File: config.mk
export PLATFORM = sky130hd
export DESIGN_NAME = right_justified_decimal_formatter
export DESIGN_NICKNAME = d
export VERILOG_FILES = /design/src/rtl/rjdf_pkg.sv /design/src/rtl/rjdf_front.sv /design/src/rtl/rjdf_queue.sv /design/src/rtl/rjdf_back.sv /design/src/rtl/right_justified_decimal_formatter.sv
export SDC_FILE = /design/constraint.sdc
export NUM_CORES = 1
export LEC_CHECK = 0
export BUFFER_PORTS_ARGS = -buffer_cell sky130_fd_sc_hd__buf_4
export CAP_MARGIN = 40
export CORE_MARGIN = 8
export CORE_UTILIZATION = 37
export DETAILED_ROUTE_END_ITERATION = 10
export PLACE_DENSITY_LB_ADDON = 0.25
export SLEW_MARGIN = 20
export SYNTH_ARGS = -nofsm -noshare
export SYNTH_HDL_FRONTEND = slang
export SYNTH_SLANG_ARGS = --single-unit
File: constraint.sdc
create_clock -name i_clk -period 3.35 [get_ports i_clk]
set_input_delay 0.335 -clock i_clk [delete_from_list [all_inputs] [get_ports i_clk]]
set_output_delay 0.335 -clock i_clk [all_outputs]
set_load 0.03 [all_outputs]
File: src/rtl/rjdf_pkg.sv
// Shared types and constants of the right-justified decimal formatter.
package rjdf_pkg;

    localparam int MAX_FIELD = 16;
    localparam int VAL_W     = 32;
    localparam int DIGITS    = 10;
    localparam int BCD_W     = 4 * DIGITS;
    localparam int CHAR_W    = 8;
    localparam int FW_W      = 5;
    localparam int POS_W     = (MAX_FIELD > 1) ? $clog2(MAX_FIELD) : 1;
    localparam int CMP_W     = (FW_W > POS_W + 1) ? FW_W : POS_W + 1;
    localparam int STEP_W    = $clog2(VAL_W);
    localparam int QDEPTH    = 2;
    localparam int QPTR_W    = (QDEPTH > 1) ? $clog2(QDEPTH) : 1;
    localparam int QCNT_W    = $clog2(QDEPTH + 1);
    localparam int IDX_W     = 2;

    localparam logic [IDX_W-1:0] REG_FIELD_WIDTH = 2'd0;
    localparam logic [IDX_W-1:0] REG_PAD_CHAR    = 2'd1;
    localparam logic [IDX_W-1:0] REG_GROUP_CHAR  = 2'd2;

    localparam logic [FW_W-1:0]   FIELD_WIDTH_RST = 5'd8;
    localparam logic [CHAR_W-1:0] PAD_CHAR_RST    = 8'd32;
    localparam logic [CHAR_W-1:0] GROUP_CHAR_RST  = 8'd0;

    localparam logic [CHAR_W-1:0] CHAR_ZERO  = 8'h30;
    localparam logic [CHAR_W-1:0] CHAR_MINUS = 8'h2D;

    // One classified request: sign and magnitude.
    typedef struct packed {
        logic             neg;
        logic [VAL_W-1:0] mag;
    } t_item;

    typedef struct packed {
        logic [FW_W-1:0]   field_width;
        logic [CHAR_W-1:0] pad_char;
        logic [CHAR_W-1:0] group_char;
    } t_cfg;

endpackage

File: src/rtl/rjdf_front.sv
// Input stage: accepts a request and splits it into sign and magnitude.
module rjdf_front (
    input  logic                        i_clk,
    input  logic                        i_rst_n,
    input  logic                        i_valid,
    output logic                        o_stall,
    input  logic [rjdf_pkg::VAL_W-1:0]  i_value,
    output logic                        o_push,
    output rjdf_pkg::t_item             o_item,
    input  logic                        i_q_ready
);

    logic            r_valid;
    rjdf_pkg::t_item r_item;
    rjdf_pkg::t_item n_item;

    always_comb begin
        n_item.neg = i_value[rjdf_pkg::VAL_W-1];
        // Two's complement negation; the most negative value maps to 2^31.
        n_item.mag = n_item.neg ? (~i_value + 1'b1) : i_value;
    end

    assign o_stall = r_valid && !i_q_ready;
    assign o_push  = r_valid && i_q_ready;
    assign o_item  = r_item;

    always_ff @(posedge i_clk) begin
        if (!i_rst_n) begin
            r_valid <= 1'b0;
        end else if (!o_stall) begin
            r_valid <= i_valid;
        end
    end

    always_ff @(posedge i_clk) begin
        if (!o_stall && i_valid) begin
            r_item <= n_item;
        end
    end

endmodule

File: src/rtl/rjdf_queue.sv
// Short queue between the input stage and the conversion engine.
module rjdf_queue (
    input  logic            i_clk,
    input  logic            i_rst_n,
    input  logic            i_push,
    input  rjdf_pkg::t_item i_item,
    output logic            o_ready,
    input  logic            i_pop,
    output logic            o_valid,
    output rjdf_pkg::t_item o_item
);

    rjdf_pkg::t_item                 r_mem [rjdf_pkg::QDEPTH];
    logic [rjdf_pkg::QPTR_W-1:0]     r_wp;
    logic [rjdf_pkg::QPTR_W-1:0]     r_rp;
    logic [rjdf_pkg::QCNT_W-1:0]     r_cnt;
    logic                            do_push;
    logic                            do_pop;

    assign o_ready = r_cnt != rjdf_pkg::QCNT_W'(rjdf_pkg::QDEPTH);
    assign o_valid = r_cnt != '0;
    assign o_item  = r_mem[r_rp];
    assign do_push = i_push && o_ready;
    assign do_pop  = i_pop && o_valid;

    always_ff @(posedge i_clk) begin
        if (!i_rst_n) begin
            r_wp  <= '0;
            r_rp  <= '0;
            r_cnt <= '0;
        end else begin
            if (do_push) begin
                r_wp <= (r_wp == rjdf_pkg::QPTR_W'(rjdf_pkg::QDEPTH - 1)) ? '0 : r_wp + 1'b1;
            end
            if (do_pop) begin
                r_rp <= (r_rp == rjdf_pkg::QPTR_W'(rjdf_pkg::QDEPTH - 1)) ? '0 : r_rp + 1'b1;
            end
            if (do_push && !do_pop) begin
                r_cnt <= r_cnt + 1'b1;
            end else if (do_pop && !do_push) begin
                r_cnt <= r_cnt - 1'b1;
            end
        end
    end

    always_ff @(posedge i_clk) begin
        if (do_push) begin
            r_mem[r_wp] <= i_item;
        end
    end

endmodule

File: src/rtl/rjdf_back.sv
// Conversion engine: binary to BCD, field fill from the right, serial output.
module rjdf_back (
    input  logic                         i_clk,
    input  logic                         i_rst_n,
    input  rjdf_pkg::t_cfg               i_cfg,
    input  logic                         i_q_valid,
    input  rjdf_pkg::t_item              i_q_item,
    output logic                         o_pop,
    output logic                         o_valid,
    input  logic                         i_stall,
    output logic [rjdf_pkg::CHAR_W-1:0]  o_text_char,
    output logic                         o_is_last
);

    localparam logic [1:0] ST_IDLE = 2'd0;
    localparam logic [1:0] ST_CONV = 2'd1;
    localparam logic [1:0] ST_FILL = 2'd2;
    localparam logic [1:0] ST_EMIT = 2'd3;

    localparam logic [1:0] PH_DIGIT = 2'd0;
    localparam logic [1:0] PH_SEP   = 2'd1;
    localparam logic [1:0] PH_TAIL  = 2'd2;

    logic [1:0]                        r_state;
    logic [1:0]                        n_state;
    logic [1:0]                        r_phase;
    logic [1:0]                        n_phase;
    logic [rjdf_pkg::STEP_W-1:0]       r_step;
    logic [rjdf_pkg::VAL_W-1:0]        r_bin;
    logic [rjdf_pkg::BCD_W-1:0]        r_bcd;
    logic [rjdf_pkg::BCD_W-1:0]        n_bcd;
    logic [rjdf_pkg::BCD_W-1:0]        bcd_adj;
    logic                              r_neg;
    logic                              r_sign_done;
    logic                              n_sign_done;
    logic [1:0]                        r_grp;
    logic [1:0]                        n_grp;
    logic [rjdf_pkg::POS_W-1:0]        r_pos;
    logic [rjdf_pkg::POS_W-1:0]        r_k;
    logic [rjdf_pkg::CHAR_W-1:0]       r_field [rjdf_pkg::MAX_FIELD];
    logic [rjdf_pkg::CHAR_W-1:0]       fill_char;
    logic [rjdf_pkg::CMP_W-1:0]        fw_ext;
    logic [rjdf_pkg::POS_W-1:0]        w_m1;
    logic                              more;
    logic                              out_free;
    logic                              r_out_valid;
    logic [rjdf_pkg::CHAR_W-1:0]       r_out_char;
    logic                              r_out_last;

    // Last position of the field after clamping the width to 1..MAX_FIELD.
    always_comb begin
        fw_ext = (rjdf_pkg::CMP_W)'(i_cfg.field_width);
        if (fw_ext == '0) begin
            w_m1 = '0;
        end else if (fw_ext > (rjdf_pkg::CMP_W)'(rjdf_pkg::MAX_FIELD)) begin
            w_m1 = (rjdf_pkg::POS_W)'(rjdf_pkg::MAX_FIELD - 1);
        end else begin
            w_m1 = (rjdf_pkg::POS_W)'(fw_ext - 1'b1);
        end
    end

    // One double-dabble step: correct each digit, then shift in the next bit.
    always_comb begin
        for (int i = 0; i < rjdf_pkg::DIGITS; i++) begin
            bcd_adj[4*i +: 4] = (r_bcd[4*i +: 4] >= 4'd5) ? r_bcd[4*i +: 4] + 4'd3
                                                          : r_bcd[4*i +: 4];
        end
    end

    assign more = (r_bcd >> 4) != '0;

    always_comb begin
        fill_char   = i_cfg.pad_char;
        n_phase     = r_phase;
        n_grp       = r_grp;
        n_sign_done = r_sign_done;
        unique case (r_phase)
            PH_DIGIT: begin
                fill_char = rjdf_pkg::CHAR_ZERO + {4'd0, r_bcd[3:0]};
                n_grp     = (r_grp == 2'd2) ? 2'd0 : r_grp + 2'd1;
                if (!more) begin
                    n_phase = PH_TAIL;
                end else if (i_cfg.group_char != '0 && r_grp == 2'd2) begin
                    n_phase = PH_SEP;
                end
            end
            PH_SEP: begin
                fill_char = i_cfg.group_char;
                n_phase   = PH_DIGIT;
            end
            PH_TAIL: begin
                if (r_neg && !r_sign_done) begin
                    fill_char   = rjdf_pkg::CHAR_MINUS;
                    n_sign_done = 1'b1;
                end
            end
            default: begin
                fill_char = i_cfg.pad_char;
            end
        endcase
    end

    always_comb begin
        n_bcd = r_bcd;
        if (r_state == ST_IDLE) begin
            n_bcd = '0;
        end else if (r_state == ST_CONV) begin
            n_bcd = {bcd_adj[rjdf_pkg::BCD_W-2:0], r_bin[rjdf_pkg::VAL_W-1]};
        end else if (r_state == ST_FILL && r_phase == PH_DIGIT) begin
            n_bcd = r_bcd >> 4;
        end
    end

    assign out_free = !r_out_valid || !i_stall;
    assign o_pop    = (r_state == ST_IDLE) && i_q_valid;

    always_comb begin
        n_state = r_state;
        unique case (r_state)
            ST_IDLE: if (i_q_valid) n_state = ST_CONV;
            ST_CONV: if (r_step == '1) n_state = ST_FILL;
            ST_FILL: if (r_pos == '0) n_state = ST_EMIT;
            ST_EMIT: if (out_free && r_k == w_m1) n_state = ST_IDLE;
            default: n_state = ST_IDLE;
        endcase
    end

    always_ff @(posedge i_clk) begin
        if (!i_rst_n) begin
            r_state     <= ST_IDLE;
            r_out_valid <= 1'b0;
        end else begin
            r_state <= n_state;
            if (r_state == ST_EMIT && out_free) begin
                r_out_valid <= 1'b1;
            end else if (!i_stall) begin
                r_out_valid <= 1'b0;
            end
        end
    end

    always_ff @(posedge i_clk) begin
        r_bcd <= n_bcd;
        unique case (r_state)
            ST_IDLE: begin
                r_bin       <= i_q_item.mag;
                r_neg       <= i_q_item.neg;
                r_step      <= '0;
            end
            ST_CONV: begin
                r_bin       <= r_bin << 1;
                r_step      <= r_step + 1'b1;
                r_pos       <= w_m1;
                r_phase     <= PH_DIGIT;
                r_grp       <= 2'd0;
                r_sign_done <= 1'b0;
            end
            ST_FILL: begin
                r_field[r_pos] <= fill_char;
                r_pos          <= r_pos - 1'b1;
                r_phase        <= n_phase;
                r_grp          <= n_grp;
                r_sign_done    <= n_sign_done;
                r_k            <= '0;
            end
            ST_EMIT: begin
                if (out_free) begin
                    r_out_char <= r_field[r_k];
                    r_out_last <= r_k == w_m1;
                    r_k        <= r_k + 1'b1;
                end
            end
            default: begin
                r_k <= '0;
            end
        endcase
    end

    assign o_valid     = r_out_valid;
    assign o_text_char = r_out_char;
    assign o_is_last   = r_out_last;

endmodule

File: src/rtl/right_justified_decimal_formatter.sv
// Top level of the right-justified decimal formatter.
//
//   channel  | handshake             | payload
//   ---------+-----------------------+------------------------------------
//   input    | i_valid / o_stall     | i_value (signed 32 bits)
//   output   | o_valid / i_stall     | o_text_char, o_is_last
//   config   | i_cfg_valid / o_cfg_ready | i_cfg_index, i_cfg_data
//
// Each request leaves the queue, runs through a bit-serial binary-to-BCD
// conversion, then fills the field buffer one character at a time from the
// right and sends the field one character at a time; the serial conversion
// loop and the one write port of the field buffer set this pace.
// Two requests can wait in the queue while one is converted.
// Reset is synchronous and clears the queue, the engine and the registers.
// A stall on the output holds the character; the next request is taken from
// the queue once the last character of the field has been loaded.
module right_justified_decimal_formatter (
    input  logic                         i_clk,
    input  logic                         i_rst_n,
    input  logic                         i_valid,
    output logic                         o_stall,
    input  logic [rjdf_pkg::VAL_W-1:0]   i_value,
    output logic                         o_valid,
    input  logic                         i_stall,
    output logic [rjdf_pkg::CHAR_W-1:0]  o_text_char,
    output logic                         o_is_last,
    input  logic                         i_cfg_valid,
    output logic                         o_cfg_ready,
    input  logic [rjdf_pkg::IDX_W-1:0]   i_cfg_index,
    input  logic [rjdf_pkg::CHAR_W-1:0]  i_cfg_data
);

    rjdf_pkg::t_cfg  r_cfg;
    rjdf_pkg::t_item front_item;
    rjdf_pkg::t_item q_item;
    logic            front_push;
    logic            q_ready;
    logic            q_valid;
    logic            q_pop;

    assign o_cfg_ready = 1'b1;

    always_ff @(posedge i_clk) begin
        if (!i_rst_n) begin
            r_cfg.field_width <= rjdf_pkg::FIELD_WIDTH_RST;
            r_cfg.pad_char    <= rjdf_pkg::PAD_CHAR_RST;
            r_cfg.group_char  <= rjdf_pkg::GROUP_CHAR_RST;
        end else if (i_cfg_valid && o_cfg_ready) begin
            unique case (i_cfg_index)
                rjdf_pkg::REG_FIELD_WIDTH: r_cfg.field_width <= i_cfg_data[rjdf_pkg::FW_W-1:0];
                rjdf_pkg::REG_PAD_CHAR:    r_cfg.pad_char    <= i_cfg_data;
                rjdf_pkg::REG_GROUP_CHAR:  r_cfg.group_char  <= i_cfg_data;
                default: begin
                end
            endcase
        end
    end

    rjdf_front u_front (
        .i_clk     (i_clk),
        .i_rst_n   (i_rst_n),
        .i_valid   (i_valid),
        .o_stall   (o_stall),
        .i_value   (i_value),
        .o_push    (front_push),
        .o_item    (front_item),
        .i_q_ready (q_ready)
    );

    rjdf_queue u_queue (
        .i_clk   (i_clk),
        .i_rst_n (i_rst_n),
        .i_push  (front_push),
        .i_item  (front_item),
        .o_ready (q_ready),
        .i_pop   (q_pop),
        .o_valid (q_valid),
        .o_item  (q_item)
    );

    rjdf_back u_back (
        .i_clk       (i_clk),
        .i_rst_n     (i_rst_n),
        .i_cfg       (r_cfg),
        .i_q_valid   (q_valid),
        .i_q_item    (q_item),
        .o_pop       (q_pop),
        .o_valid     (o_valid),
        .i_stall     (i_stall),
        .o_text_char (o_text_char),
        .o_is_last   (o_is_last)
    );

endmodule

==> metrics.md <==
| Metric | Value |
|---|---|
| Max-cap violations | `0` |
| Crit Path Category | `flop to flop` |
| Slowest stage delay, CP | `between 300 and 400 ps` |
| Initial antenna violation count | `0` |
| Root Driver | `clkbuf_16` |
| Final Critical Period | `roughly 2500 ps` |
| EDFF count, synth | `between 200 and 300` |
| Clock Sinks | `approximately 360` |
| GRT Util Overall | `roughly an eighth` |
| Lkg Pwr | `between 6 and 7 nW` |
| Peak supply drop | `0.000429 V` |
| Crit-path max FO | `4` |
| Area Growth Syn to Fin | `15.1%` |
| # IOs | `59` |
| Main synth FF type | `edfxtp_1` |
| Synth area leaders | `edfxtp_1, dfxtp_1, mux4_2, ha_1, mux2i_1` |
| HPWL Detailed | `between 20,000 and 25,000 µm` |
| Final #Nets | `~1,300` |
| Initial DRC count | `between 400 and 500` |
| Vias in the first global route | `roughly 9,000` |
| # hold bufs at CTS | `3` |
| Syn_area_per_cell | `roughly 14 µm²` |
| Vias | `about 9,000` |
| Drt wl/cell | `17.4 µm` |
| Critical Path AT | `about 2700 ps` |
| Chip width | `about 220 µm` |
| Number of standard cells after synthesis | `1,119` |
| Non-Filler Instances | `approximately 1,800` |
| Grt total ovfl | `0` |
| Clk buf depth | `3` |
| Top cell type's share of synthesized area | `55.1%` |
| Rows | `75` |
| Fraction of registers with async set/reset | `0%` |
| PwrDens | `774 nW/µm²` |
| Worst-Skew Late Latency | `560 ps` |
| Synthesized area | `~16,000 µm²` |
| Overall die area | `between 40,000 and 50,000 µm²` |
| RD Place Congestion | `~0.75` |
| CTS clk-pin slew, worst paths | `~60 ps` |
| Min Hold Slack | `~46 ps` |
| Rel. slew slack | `between 40% and 50%` |
| Final Hold Fails | `0` |
| Unique cell type count in the Yosys netlist | `54` |
| Die H | `approximately 220 µm` |
| Crit share post-route | `73.9%` |
| Worst slew pin tran | `784 ps` |
| H-tree depth | `2` |
| Post-CTS Setup Bufs | `0` |
| Flops & latches, synth | `about 360` |
| Outcome | `completed` |
| Cell-by-cell trace of the critical path | `inv_1 > ha_1 > nor4bb_1 > nand4_1 > nor4_1 > buf_4 > a211oi_1 > o21ai_0 > and2_1` |
| Drt pass-1 iters | `4` |
| Synth area leader | `edfxtp_1` |
| RSZ-0062 raised after global routing | `false` |
| Routed WL | `between 30,000 and 40,000 µm` |
| Detail Route Antenna Nets | `0` |
| Core area | `between 40,000 and 50,000 µm²` |
| Synth cell count leaders | `edfxtp_1, o21ai_0, dfxtp_1, nand2_1` |
| Placed cell areas | `16,800 µm²` |
| Num CTS Buffers | `39` |
| CTS resizes | `0` |
| Drt drc | `0` |
| Setup crit start kind | `flop` |
| Util after Layout | `between 40% and 50%` |
| Worst setup margin | `874 ps` |
| Worst-path cell with the longest stage delay | `nor4_1` |
| First-pass GRT wire length | `49,900 µm` |
| Avg Vias per Cell | `5.08` |
| Setup TNS Final | `0 ps` |
| Part of the Yosys area used for sequential elements | `approximately 64%` |
| Pins Over Slew Limit | `0` |
| Hold Path Class | `input pin to flop` |
| Total power | `~14 mW` |
| CP endpoint kind | `flop` |
| Dpl ws | `~340 ps` |
| Synthesized Nets | `about 1,200` |
| Ys Warns | `0` |
| Antenna Cells | `0` |
| Worst EP required | `around 3600 ps` |
| # port buffers | `57` |
| Pin count of the biggest net entering global routing | `between 80 and 90` |
| Clock skew | `around 15 ps` |
| Design area | `approximately 18,000 µm²` |
| Highest clock rate | `slightly above 0.4 GHz` |
| Share of layout cells above drive strength 1 | `between 10% and 20%` |
| Setup violators final | `0` |
| Top-count cell post-synth | `edfxtp_1` |
| CTS tree | `yes` |
| Placed cells | `between 1,500 and 2,000` |
| Initial Util | `37.3%` |
[worst max-delay path: cells and delay by family (launching register included)]
| kind | cells | cell delay (ps) |
|---|---|---|
| DFF | 1 | 350 |
| adders and majority gates | 1 | 230 |
| buffers and inverters | 2 | 360 |
| and+or+nand+nor | 4 | 1060 |
| AOI/OAI and AO/OA | 2 | 190 |
[per-layer routing]
metal | part of all wire (%) | track usage (%)
met5 | 0 | 0
met3 | 4.4 | 2.65
met1 | 48 | 16.9
met4 | 2.2 | 4.08
met2 | 46 | 19.7
[power breakdown]
part / internal, mW / switching, mW
Clock: 2.34 / 1.71
Sequential: 5.85 / 0.483
Combinational: 1.45 / 2.10
[layout by cell type, fill, tap and decap left out, types with 43 or more instances in the layout]
master	synthesis	routed
ha_1	44	43
a211oi_1	53	53
o21ai_0	73	73
mux2i_1	53	53
xnor2_1	44	44
edfxtp_1	287	287
a21oi_1	50	50
nand2_1	56	56
nor2_1	51	50
dfxtp_1	70	69
buf_4	1	79
[registers in the layout, indices dropped and copies added (netlist names), 4 cells and up, named ones only]
| register | count |
|---|---|
| u_back.r_pos | 4 |
| u_back.r_bcd | 40 |
| u_back.r_bin | 32 |
| r_cfg | 21 |
| u_back.r_field | 128 |
| u_back.r_k | 4 |
| u_queue.r_mem | 66 |
| u_front.o_item | 33 |
| u_back.o_text_char | 8 |
| u_back.r_step | 5 |
[logic make-up (layout without fill, tap and decap cells)]
group | after synthesis | after routing | synth area share [%]
buffers and inverters | 91 | 187 | 2.21
muxes | 96 | 96 | 9.37
xor gates and xnor gates | 52 | 52 | 2.91
other | 1 | 1 | 0.0240
AOI/OAI and AO/OA | 215 | 215 | 8.60
DFF | 357 | 357 | 64.1
adders and majority gates | 45 | 45 | 3.59
and+or+nand+nor | 262 | 262 | 9.19
[area by class of cell]
type / count / area, µm²
Fill cell: 3827 / 23900
Sequential cell: 357 / 10000
Multi-Input combinational cell: 671 / 5290
Clock buffer: 51 / 1030
Timing Repair Buffer: 86 / 688
Tap cell: 539 / 674
Clock inverter: 16 / 156
Inverter: 34 / 128
[final timing paths]
kind,start,to,slack (ps),cells past startpoint
setup / recovery,u_back.r_bcd[8],u_back.r_phase[0],870,9
hold / removal,i_cfg_data[3],r_cfg[19],50,3
hold reg to reg,u_front.o_item[9],u_queue.r_mem[0][9],440,0
setup reg to reg,u_back.r_bcd[8],u_back.r_phase[0],870,9
(Power assumes the default switching activity.)
